## src/design/irpps_pkg.sv

```systemverilog
`timescale 1ns / 1ps
// ----------------------------------------------------------------------------
// irpps_pkg
// Shared types and constants of the IR proximity pulse sequencer.
// ----------------------------------------------------------------------------
package irpps_pkg;

  localparam int SENSOR_COUNT = 8;
  localparam int SAMPLE_BITS  = 10;
  localparam int HALF         = SENSOR_COUNT / 2;
  localparam int PAIR_W       = (HALF > 1) ? $clog2(HALF) : 1;
  localparam int TICK_W       = 7;
  localparam int CFG_IDX_W    = 1;
  localparam int CFG_DATA_W   = 7;

  typedef enum logic [CFG_IDX_W-1:0] {
    CFG_START_TICK = 1'b0,
    CFG_PULSE_TICK = 1'b1
  } irpps_cfg_e;

  // Capture controls of the word being accepted, fanned out to every lane.
  typedef struct packed {
    logic              fire;
    logic              cap_amb;
    logic              cap_ref;
    logic [PAIR_W-1:0] pair;
    logic              calib_clear;
    logic              calib_add;
  } irpps_cap_t;

  // Status of the word held in the capture stage.
  typedef struct packed {
    logic            valid;
    logic            done;
    logic            finish;
    logic            active;
    logic [HALF-1:0] led;
  } irpps_stat_t;

  // Controls of the output stage, common to all lanes.
  typedef struct packed {
    logic load;
    logic finish;
    logic active;
  } irpps_load_t;

endpackage

```

## src/design/irpps_seq.sv

```systemverilog
`timescale 1ns / 1ps
// ----------------------------------------------------------------------------
// irpps_seq
// Tick counter, pair selection, LED state and calibration pass control.
// ----------------------------------------------------------------------------
module irpps_seq
  import irpps_pkg::*;
#(
  parameter int CALIB_PASSES = 10
) (
  input  logic                  clk_i,
  input  logic                  rst_ni,
  input  logic                  cfg_we_i,
  input  logic [CFG_IDX_W-1:0]  cfg_index_i,
  input  logic [CFG_DATA_W-1:0] cfg_data_i,
  input  logic                  fire_i,
  input  logic                  advance_i,
  input  logic                  start_calibration_i,
  output irpps_cap_t            cap_o,
  output irpps_stat_t           stat_o
);

  localparam int PASS_W = $clog2(CALIB_PASSES + 1);

  logic [TICK_W-1:0] start_q, pulse_q, tick_q;
  logic [PAIR_W-1:0] pair_q;
  logic [HALF-1:0]   led_q;
  logic [PASS_W-1:0] passes_q, passes_base, passes_inc;
  logic              active_q, active_base;
  logic              s1_valid_q, s1_done_q, s1_finish_q;
  logic [TICK_W-1:0] amb_at, ref_at;
  logic              is_amb, is_ref, last, done, add, finish;

  assign amb_at      = start_q - TICK_W'(1);
  assign ref_at      = pulse_q - TICK_W'(1);
  assign is_amb      = (tick_q == amb_at);
  assign is_ref      = !is_amb && (tick_q == ref_at);
  assign last        = (pair_q == PAIR_W'(HALF - 1));
  assign done        = is_ref && last;
  assign active_base = start_calibration_i || active_q;
  assign passes_base = start_calibration_i ? '0 : passes_q;
  assign passes_inc  = passes_base + PASS_W'(1);
  assign add         = done && active_base;
  assign finish      = add && (passes_inc >= PASS_W'(CALIB_PASSES));

  always_comb begin
    cap_o.fire        = fire_i;
    cap_o.cap_amb     = is_amb;
    cap_o.cap_ref     = is_ref;
    cap_o.pair        = pair_q;
    cap_o.calib_clear = start_calibration_i;
    cap_o.calib_add   = add;
    stat_o.valid      = s1_valid_q;
    stat_o.done       = s1_done_q;
    stat_o.finish     = s1_finish_q;
    stat_o.active     = active_q;
    stat_o.led        = led_q;
  end

  always_ff @(posedge clk_i or negedge rst_ni) begin
    if (!rst_ni) begin
      start_q <= TICK_W'(64);
      pulse_q <= TICK_W'(4);
    end else if (cfg_we_i) begin
      case (irpps_cfg_e'(cfg_index_i))
        CFG_START_TICK: start_q <= cfg_data_i;
        CFG_PULSE_TICK: pulse_q <= cfg_data_i;
        default: ;
      endcase
    end
  end

  always_ff @(posedge clk_i or negedge rst_ni) begin
    if (!rst_ni) begin
      tick_q      <= '0;
      pair_q      <= '0;
      led_q       <= '0;
      passes_q    <= '0;
      active_q    <= 1'b0;
      s1_valid_q  <= 1'b0;
      s1_done_q   <= 1'b0;
      s1_finish_q <= 1'b0;
    end else begin
      if (fire_i) begin
        tick_q <= (tick_q >= start_q) ? '0 : tick_q + TICK_W'(1);
        if (is_amb) begin
          led_q <= led_q | (HALF'(1) << pair_q);
        end else if (is_ref) begin
          led_q  <= led_q & ~(HALF'(1) << pair_q);
          pair_q <= last ? '0 : pair_q + PAIR_W'(1);
        end
        passes_q    <= add ? passes_inc : passes_base;
        active_q    <= finish ? 1'b0 : active_base;
        s1_valid_q  <= 1'b1;
        s1_done_q   <= done;
        s1_finish_q <= finish;
      end else if (advance_i) begin
        s1_valid_q <= 1'b0;
      end
    end
  end

endmodule

```

## src/design/irpps_lane.sv

```systemverilog
`timescale 1ns / 1ps
// ----------------------------------------------------------------------------
// irpps_lane
// One sensor: sample capture, ambient subtraction, offset sum and level.
// ----------------------------------------------------------------------------
module irpps_lane
  import irpps_pkg::*;
#(
  parameter int LANE         = 0,
  parameter int CALIB_PASSES = 10
) (
  input  logic                   clk_i,
  input  logic                   rst_ni,
  input  irpps_cap_t             cap_i,
  input  irpps_load_t            load_i,
  input  logic [SAMPLE_BITS-1:0] sample_i,
  output logic [SAMPLE_BITS-1:0] level_o
);

  localparam int SUM_W   = SAMPLE_BITS + $clog2(CALIB_PASSES + 1);
  localparam int DIV_SH  = SUM_W + $clog2(CALIB_PASSES);
  localparam int RECIP_I = ((1 << DIV_SH) + CALIB_PASSES - 1) / CALIB_PASSES;
  localparam logic [DIV_SH:0]   RECIP = (DIV_SH + 1)'(RECIP_I);
  localparam logic [PAIR_W-1:0] PAIR  = PAIR_W'(LANE % HALF);

  logic [SAMPLE_BITS-1:0] amb_q, ref_q, off_q, level_q;
  logic [SAMPLE_BITS-1:0] amb_d, ref_d, raw_d, raw_now, quot, off_sel;
  logic [SUM_W-1:0]       sum_q, sum_base;
  logic [SUM_W+DIV_SH:0]  prod;
  logic                   hit;

  assign hit      = cap_i.fire && (cap_i.pair == PAIR);
  assign amb_d    = (hit && cap_i.cap_amb) ? sample_i : amb_q;
  assign ref_d    = (hit && cap_i.cap_ref) ? sample_i : ref_q;
  assign raw_d    = (amb_d > ref_d) ? amb_d - ref_d : '0;
  assign sum_base = cap_i.calib_clear ? '0 : sum_q;

  // Division by the pass count as a reciprocal multiply; the shift is wide
  // enough that the quotient is exact over the whole sum range.
  assign prod    = {{(DIV_SH + 1){1'b0}}, sum_q} * {{SUM_W{1'b0}}, RECIP};
  assign quot    = prod[DIV_SH +: SAMPLE_BITS];
  assign raw_now = (amb_q > ref_q) ? amb_q - ref_q : '0;
  assign off_sel = load_i.active ? '0 : (load_i.finish ? quot : off_q);
  assign level_o = level_q;

  always_ff @(posedge clk_i or negedge rst_ni) begin
    if (!rst_ni) begin
      amb_q <= '0;
      ref_q <= '0;
      sum_q <= '0;
      off_q <= '0;
    end else begin
      if (cap_i.fire) begin
        amb_q <= amb_d;
        ref_q <= ref_d;
        sum_q <= cap_i.calib_add ? sum_base + SUM_W'(raw_d) : sum_base;
      end
      if (load_i.load && load_i.finish) begin
        off_q <= quot;
      end
    end
  end

  always_ff @(posedge clk_i) begin
    if (load_i.load) begin
      level_q <= (raw_now > off_sel) ? raw_now - off_sel : '0;
    end
  end

endmodule

```

## src/design/ir_proximity_pulse_sequencer_unit.sv

```systemverilog
`timescale 1ns / 1ps
// ----------------------------------------------------------------------------
// ir_proximity_pulse_sequencer_unit
// Pulsed IR proximity sequencer with ambient subtraction and calibration.
// ----------------------------------------------------------------------------
// Usage: each input word is one ADC scan event with eight sensor samples and
// a calibration request bit. A word is taken on a rising edge where
// in_valid_i is high and in_stall_o is low; a result word leaves on an edge
// where out_valid_o is high and out_stall_i is low. Every input word gives
// exactly one result word: the LED mask, the pass-complete flag, the
// calibration flag and eight offset-corrected levels.
// A word passes through the capture stage and then the output register.
// Throughput is one word per cycle while the receiver does not stall: the
// capture stage and the output register form a two stage pipeline, so a
// new word is taken while a result waits.
// If the receiver stalls, the output register holds its word and the
// capture stage holds the next one; only then is in_stall_o raised.
// The start_tick and pulse_tick registers are written through the cfg port
// while the block is idle; this binds the user and the block does not enforce
// it. Reset clears the tick counter, pair index, LEDs, stored samples,
// offsets and calibration state; it loads start_tick = 64 and pulse_tick = 4.
// Eight sensor lanes work side by side; the top level merges their levels
// with the sequencer status into the output register.
module ir_proximity_pulse_sequencer_unit
  import irpps_pkg::*;
#(
  parameter int CALIB_PASSES = 10
) (
  input  logic                   clk_i,
  input  logic                   rst_ni,
  input  logic                   cfg_we_i,
  input  logic [CFG_IDX_W-1:0]   cfg_index_i,
  input  logic [CFG_DATA_W-1:0]  cfg_data_i,
  input  logic                   in_valid_i,
  output logic                   in_stall_o,
  input  logic [SAMPLE_BITS-1:0] sample_0_i,
  input  logic [SAMPLE_BITS-1:0] sample_1_i,
  input  logic [SAMPLE_BITS-1:0] sample_2_i,
  input  logic [SAMPLE_BITS-1:0] sample_3_i,
  input  logic [SAMPLE_BITS-1:0] sample_4_i,
  input  logic [SAMPLE_BITS-1:0] sample_5_i,
  input  logic [SAMPLE_BITS-1:0] sample_6_i,
  input  logic [SAMPLE_BITS-1:0] sample_7_i,
  input  logic                   start_calibration_i,
  output logic                   out_valid_o,
  input  logic                   out_stall_i,
  output logic [HALF-1:0]        led_mask_o,
  output logic                   pass_done_o,
  output logic                   calibrating_o,
  output logic [SAMPLE_BITS-1:0] level_0_o,
  output logic [SAMPLE_BITS-1:0] level_1_o,
  output logic [SAMPLE_BITS-1:0] level_2_o,
  output logic [SAMPLE_BITS-1:0] level_3_o,
  output logic [SAMPLE_BITS-1:0] level_4_o,
  output logic [SAMPLE_BITS-1:0] level_5_o,
  output logic [SAMPLE_BITS-1:0] level_6_o,
  output logic [SAMPLE_BITS-1:0] level_7_o
);

  irpps_cap_t             cap;
  irpps_stat_t            stat;
  irpps_load_t            load;
  logic                   fire, advance;
  logic                   out_valid_q;
  logic [HALF-1:0]        led_q;
  logic                   done_q, calib_q;
  logic [SAMPLE_BITS-1:0] samples [SENSOR_COUNT];
  logic [SAMPLE_BITS-1:0] levels  [SENSOR_COUNT];

  // The capture stage moves on when the output register is empty or is
  // being emptied this cycle. Input is held off only when both are full.
  assign advance    = stat.valid && (!out_valid_q || !out_stall_i);
  assign in_stall_o = stat.valid && !advance;
  assign fire       = in_valid_i && !in_stall_o;

  always_comb begin
    load.load   = advance;
    load.finish = stat.finish;
    load.active = stat.active;
  end

  assign samples[0] = sample_0_i;
  assign samples[1] = sample_1_i;
  assign samples[2] = sample_2_i;
  assign samples[3] = sample_3_i;
  assign samples[4] = sample_4_i;
  assign samples[5] = sample_5_i;
  assign samples[6] = sample_6_i;
  assign samples[7] = sample_7_i;

  irpps_seq #(
    .CALIB_PASSES(CALIB_PASSES)
  ) u_seq (
    .clk_i              (clk_i),
    .rst_ni             (rst_ni),
    .cfg_we_i           (cfg_we_i),
    .cfg_index_i        (cfg_index_i),
    .cfg_data_i         (cfg_data_i),
    .fire_i             (fire),
    .advance_i          (advance),
    .start_calibration_i(start_calibration_i),
    .cap_o              (cap),
    .stat_o             (stat)
  );

  for (genvar k = 0; k < SENSOR_COUNT; k++) begin : g_lane
    irpps_lane #(
      .LANE        (k),
      .CALIB_PASSES(CALIB_PASSES)
    ) u_lane (
      .clk_i   (clk_i),
      .rst_ni  (rst_ni),
      .cap_i   (cap),
      .load_i  (load),
      .sample_i(samples[k]),
      .level_o (levels[k])
    );
  end

  // Output register: valid is control, the status fields are payload.
  always_ff @(posedge clk_i or negedge rst_ni) begin
    if (!rst_ni) begin
      out_valid_q <= 1'b0;
    end else if (advance) begin
      out_valid_q <= 1'b1;
    end else if (!out_stall_i) begin
      out_valid_q <= 1'b0;
    end
  end

  always_ff @(posedge clk_i) begin
    if (advance) begin
      led_q   <= stat.led;
      done_q  <= stat.done;
      calib_q <= stat.active;
    end
  end

  assign out_valid_o   = out_valid_q;
  assign led_mask_o    = led_q;
  assign pass_done_o   = done_q;
  assign calibrating_o = calib_q;
  assign level_0_o     = levels[0];
  assign level_1_o     = levels[1];
  assign level_2_o     = levels[2];
  assign level_3_o     = levels[3];
  assign level_4_o     = levels[4];
  assign level_5_o     = levels[5];
  assign level_6_o     = levels[6];
  assign level_7_o     = levels[7];

  // Only the current pair's LED can be lit.
  a_led_onehot: assert property (@(posedge clk_i) disable iff (!rst_ni)
    out_valid_o |-> $onehot0(led_mask_o))
    else $error("more than one LED pair lit");

  // Input is held off only behind a full, stalled output register.
  a_stall_cause: assert property (@(posedge clk_i) disable iff (!rst_ni)
    in_stall_o |-> (out_valid_o && out_stall_i))
    else $error("input stalled without a stalled result");

  // A finished calibration coincides with a completed pass and ends it.
  a_finish_pass: assert property (@(posedge clk_i) disable iff (!rst_ni)
    (stat.valid && stat.finish) |-> (stat.done && !stat.active))
    else $error("calibration finished outside a pass completion");

  // Every result carries the pass-complete flag of its word to the output.
  a_calib_end: assert property (@(posedge clk_i) disable iff (!rst_ni)
    advance |=> (out_valid_o && (pass_done_o == $past(stat.done))))
    else $error("pass flag lost on its way to the output");

endmodule
```

## config.mk

```make
export PLATFORM = sky130hd
export DESIGN_NAME = ir_proximity_pulse_sequencer_unit
export DESIGN_NICKNAME = d
export VERILOG_FILES = /design/src/design/irpps_pkg.sv /design/src/design/irpps_seq.sv /design/src/design/irpps_lane.sv /design/src/design/ir_proximity_pulse_sequencer_unit.sv
export SDC_FILE = /design/constraint.sdc
export NUM_CORES = 2
export LEC_CHECK = 0
export BUFFER_PORTS_ARGS = -buffer_cell sky130_fd_sc_hd__buf_2
export CORE_MARGIN = 2
export CORE_UTILIZATION = 50
export DETAILED_ROUTE_END_ITERATION = 7
export MAX_ROUTING_LAYER = met4
export PLACE_DENSITY = 0.66
export SLEW_MARGIN = 20
export SYNTH_ARGS = -nofsm -noshare
export SYNTH_HDL_FRONTEND = slang
export SYNTH_SLANG_ARGS = --single-unit
```

## constraint.sdc

```tcl
create_clock -name clk_i -period 9.8 [get_ports clk_i]
set_input_delay 1.96 -clock clk_i [delete_from_list [all_inputs] [get_ports clk_i]]
set_output_delay 1.96 -clock clk_i [all_outputs]
set_load 0.01 [all_outputs]
```

==> impl_results.md <==
* Post-DP Area at 63100 um2
* Commonest cells in the netlist: 1281 x inv_1, 1112 x ha_1, 512 x fa_1
* Remaining routing DRC violations at 0
* Post-CTS setup buffers at 0
* CTS Buffer Depth at 3
* Critical Path Start Type: flop
* Period minus WS final at 8.40 ns
* DP HPWL at 123 mm
* Cell mode on critical path: fa_1
* CTS resizes at 0
* Wire per inst at between 15 and 20 um
* I/O pin cnt at 182
* Top_reg_cell synth: dfrtp_1
* Worst-path fanout max at 9
* Worst-margin pin slew at around 1.0 ns
* WP data arrival at 8.75 ns
* Crit end category: flop
* Initial Util at 0.503
* Full die area at 123000 um2
* Yosys warning count at 0
* Setup slack, reg-to-reg at 1.40 ns
* H-tree depth at 3
* Share of layout cells above drive strength 1 at 0.103
* Die height at about 350 um
* Final setup fails at 0
* Mean Syn Cell Area at 9.38 um2
* WHS at 0.441 ns
* GPL Wtd Cong at 0.942
* Ys async rst share at 0.819
* Final net count at 8325
* TritonCTS Buffers at 66
* Dpl cells at 8151
* Hold Path Depth at 0
* Area grow syn2layout at 8.30%
* Vias/cell at 5.34
* Status: completed
* CTS Sinks at 474
* Synth cell types at 89
* Clock group share of total power at 0.211
* Fin crit share at 0.857
* Core box area at 120000 um2
* Setup TNS at 0 ns
* Worst-Skew Late Latency at 0.65 ns
* Hold Path Sink: led_mask_o[0]
* Seq cells post-synth at 474
* Cts hold-fix bufs at 0
* Row cnt at around 130
* Post-synth top area cell: ha_1
* Via count at roughly 44k
* NetSw at 0.00508 W
* Post-route ant nets at 0
* Req. time, crit path at 10.15 ns
* Drt first-iter violations at 2394
* Die Wd at around 350 um
* Largest net degree at the start of global routing at between 150 and 200
* TritonCTS clock tree: yes
* Total grt overflow at 0
* Post-synthesis instance area at between 60000 and 70000 um2
* Worst setup path class: reg2reg
* Vias in the first global route at 45.3k
* Final Cell Area at 65300 um2
* Fin cells at 8283
* Reg2Reg Capture Point: g_lane[2].u_lane.level_o[4]
* Register area at 12300 um2
* Syn nets at between 8k and 9k
* RSZ-0062 raised after global routing: no
* Mapped Cells at 6434
* Number of synthesized flops with an enable pin at 86
* Pleak at roughly 36 nW
* Min-Delay Path Class: reg2reg
* WL final at 150 mm
* Max Slew Vio Count at 0
* Initial antenna violation count at 20
* Total track usage at 0.255
* Final Hold Fails at 0
* Top cell type's share of synthesized area at 0.231
* Drt pass-1 iters at 6
* Fin Clk Skew at ~0.029 ns
* Reg-to-Reg Start: g_lane[2].u_lane.sum_q[11]
* Net Sw Frac at 0.437
* Max Cap Viol at 0
* Max_slew headroom at 0.320
* Root buf cell: clkbuf_16
* Worst path slowest cell: o21ai_1
* First-pass GRT wire length at 241 mm
* Reg power frac at 0.219
* Input/output buffers at 181
* Worst r2r path cells at 31
* Area taken by multi-input logic gates at 42800 um2
* Fillers at between 10k and 15k
* Synth top area cells: ha_1 23%, fa_1 17%, dfrtp_1 16%, inv_1 8.0%, mux2_2 5.4%
* Max Fclk at 119 MHz
* Comb power frac at 0.570
* Count leader, synth: inv_1
* Clk slew on worst S/H paths at 0.06 ns
* PD cells at 178 nW/um2
* Pint at 0.00653 W
* Worst stage delay on the critical path at 0.58 ns
* Seq/Total Area, Yosys at 0.204
* Worst ir drop on vdd at between 200 and 300 uV
-- per-layer routing --
layer | vias up | wire [um] | share of wire | track usage
met5 | - | 0 | 0 | -
met4 | 0 | 4590 | 0.031 | 0.0767
met3 | 237 | 7750 | 0.052 | 0.0393
met2 | 808 | 69500 | 0.46 | 0.409
met1 | 21400 | 68200 | 0.45 | 0.331
li1 | 21800 | - | - | -
-- worst max-delay path by stage --
stage	start	to	slack [ns]	depth (start not counted)
detailed placement	out_stall_i	g_lane[7].u_lane.sum_q[13]	1.23	29
floorplan	g_lane[3].u_lane.sum_q[11]	g_lane[3].u_lane.level_o[3]	2.46	32
CTS	g_lane[1].u_lane.sum_q[11]	g_lane[1].u_lane.level_o[2]	1.48	31
finish	g_lane[2].u_lane.sum_q[11]	g_lane[2].u_lane.level_o[4]	1.40	31
global placement	out_stall_i	g_lane[1].u_lane.sum_q[13]	1.37	29
global route	g_lane[1].u_lane.sum_q[11]	g_lane[1].u_lane.level_o[2]	0.95	31
-- cells by family after synthesis --
group                    synth area share
adder cells (fa/ha/maj)             0.401
buffers and inverters              0.0876
AND/OR/NAND/NOR                     0.106
AO/OA/AOI/OAI                       0.100
flip-flops                          0.204
multiplexers                       0.0601
XOR/XNOR                           0.0417
-- critical path, delay by kind of cell (launching register included) --
family                   cells  cell delay, ns
buffers and inverters        5            0.27
XOR/XNOR                     1            0.17
multiplexers                 1            0.12
adder cells (fa/ha/maj)      9            4.00
AO/OA/AOI/OAI               10            2.45
flip-flops                   1            0.47
AND/OR/NAND/NOR              5            0.60
-- sequential cells by signal, indices dropped and copies added, names as in the netlist, named ones only --
register	cells
calibrating_o	1
g_lane.u_lane.amb_q	80
g_lane.u_lane.level_o	80
g_lane.u_lane.off_q	80
g_lane.u_lane.ref_q	80
g_lane.u_lane.sum_q	112
led_mask_o	4
out_valid_o	1
pass_done_o	1
u_seq.active_q	1
u_seq.pair_q	2
u_seq.passes_q	4
u_seq.pulse_q	7
u_seq.s1_done_q	1
u_seq.s1_finish_q	1
u_seq.s1_valid_q	1
u_seq.start_q	7
u_seq.tick_q	7
-- stage by stage --
step | util | total power, W | worst slack [ns]
after detailed placement | 0.527 | 0.00909 | 1.23
after floorplan | - | 0.00760 | 2.46
after global routing | 0.545 | 0.0126 | 0.955
after global placement | 0.527 | 0.00899 | 1.37
final | 0.545 | 0.0116 | 1.40
after CTS | 0.545 | 0.0116 | 1.48
-- power groups by stage --
stage / Sequential [W] / Clock, W / Combinational, W
2_1_floorplan: 0.00254 / 0 / 0.00506
5_1_grt: 0.00257 / 0.00257 / 0.00744
6_report: 0.00255 / 0.00245 / 0.00661
4_1_cts: 0.00254 / 0.00250 / 0.00657
3_3_place_gp: 0.00257 / 0 / 0.00642
3_5_place_dp: 0.00258 / 0 / 0.00651
-- final cells by class --
| class | count | share of cell area |
|---|---|---|
| clock buffers | 93 | 0.0292 |
| multi-input cells | 4567 | 0.655 |
| well taps | 1612 | 0.0309 |
| diodes | 13 | 0.000498 |
| flip-flops and latches | 474 | 0.188 |
| inverters | 1282 | 0.0737 |
| repair buffers | 216 | 0.0183 |
| clock inverters | 26 | 0.00404 |
-- placed cells by master (no fill, tap or decap), drive strengths merged, types with 9 or more instances in the layout --
cell    instances
clkbuf         93
a211oi         20
nand2         477
nand2b         18
or2            28
o21bai         26
ha           1112
clkinv         17
nand4          61
nand3          82
a22o           10
a41o            9
a41oi           9
buf           216
inv          1285
xor2           97
o21ai         296
a22oi          13
a21boi         51
a21oi         232
and3           41
a21o           98
and2           21
o211ai         12
a221oi         22
fa            512
nor3          159
diode          13
o21a           28
nor2          344
xnor2         190
a31oi          21
nor2b         100
mux2          290
mux2i          36
edfxtp         86
dfrtp         386
or3            12
nor3b          17
o31ai          20
(Power assumes the default switching activity.)
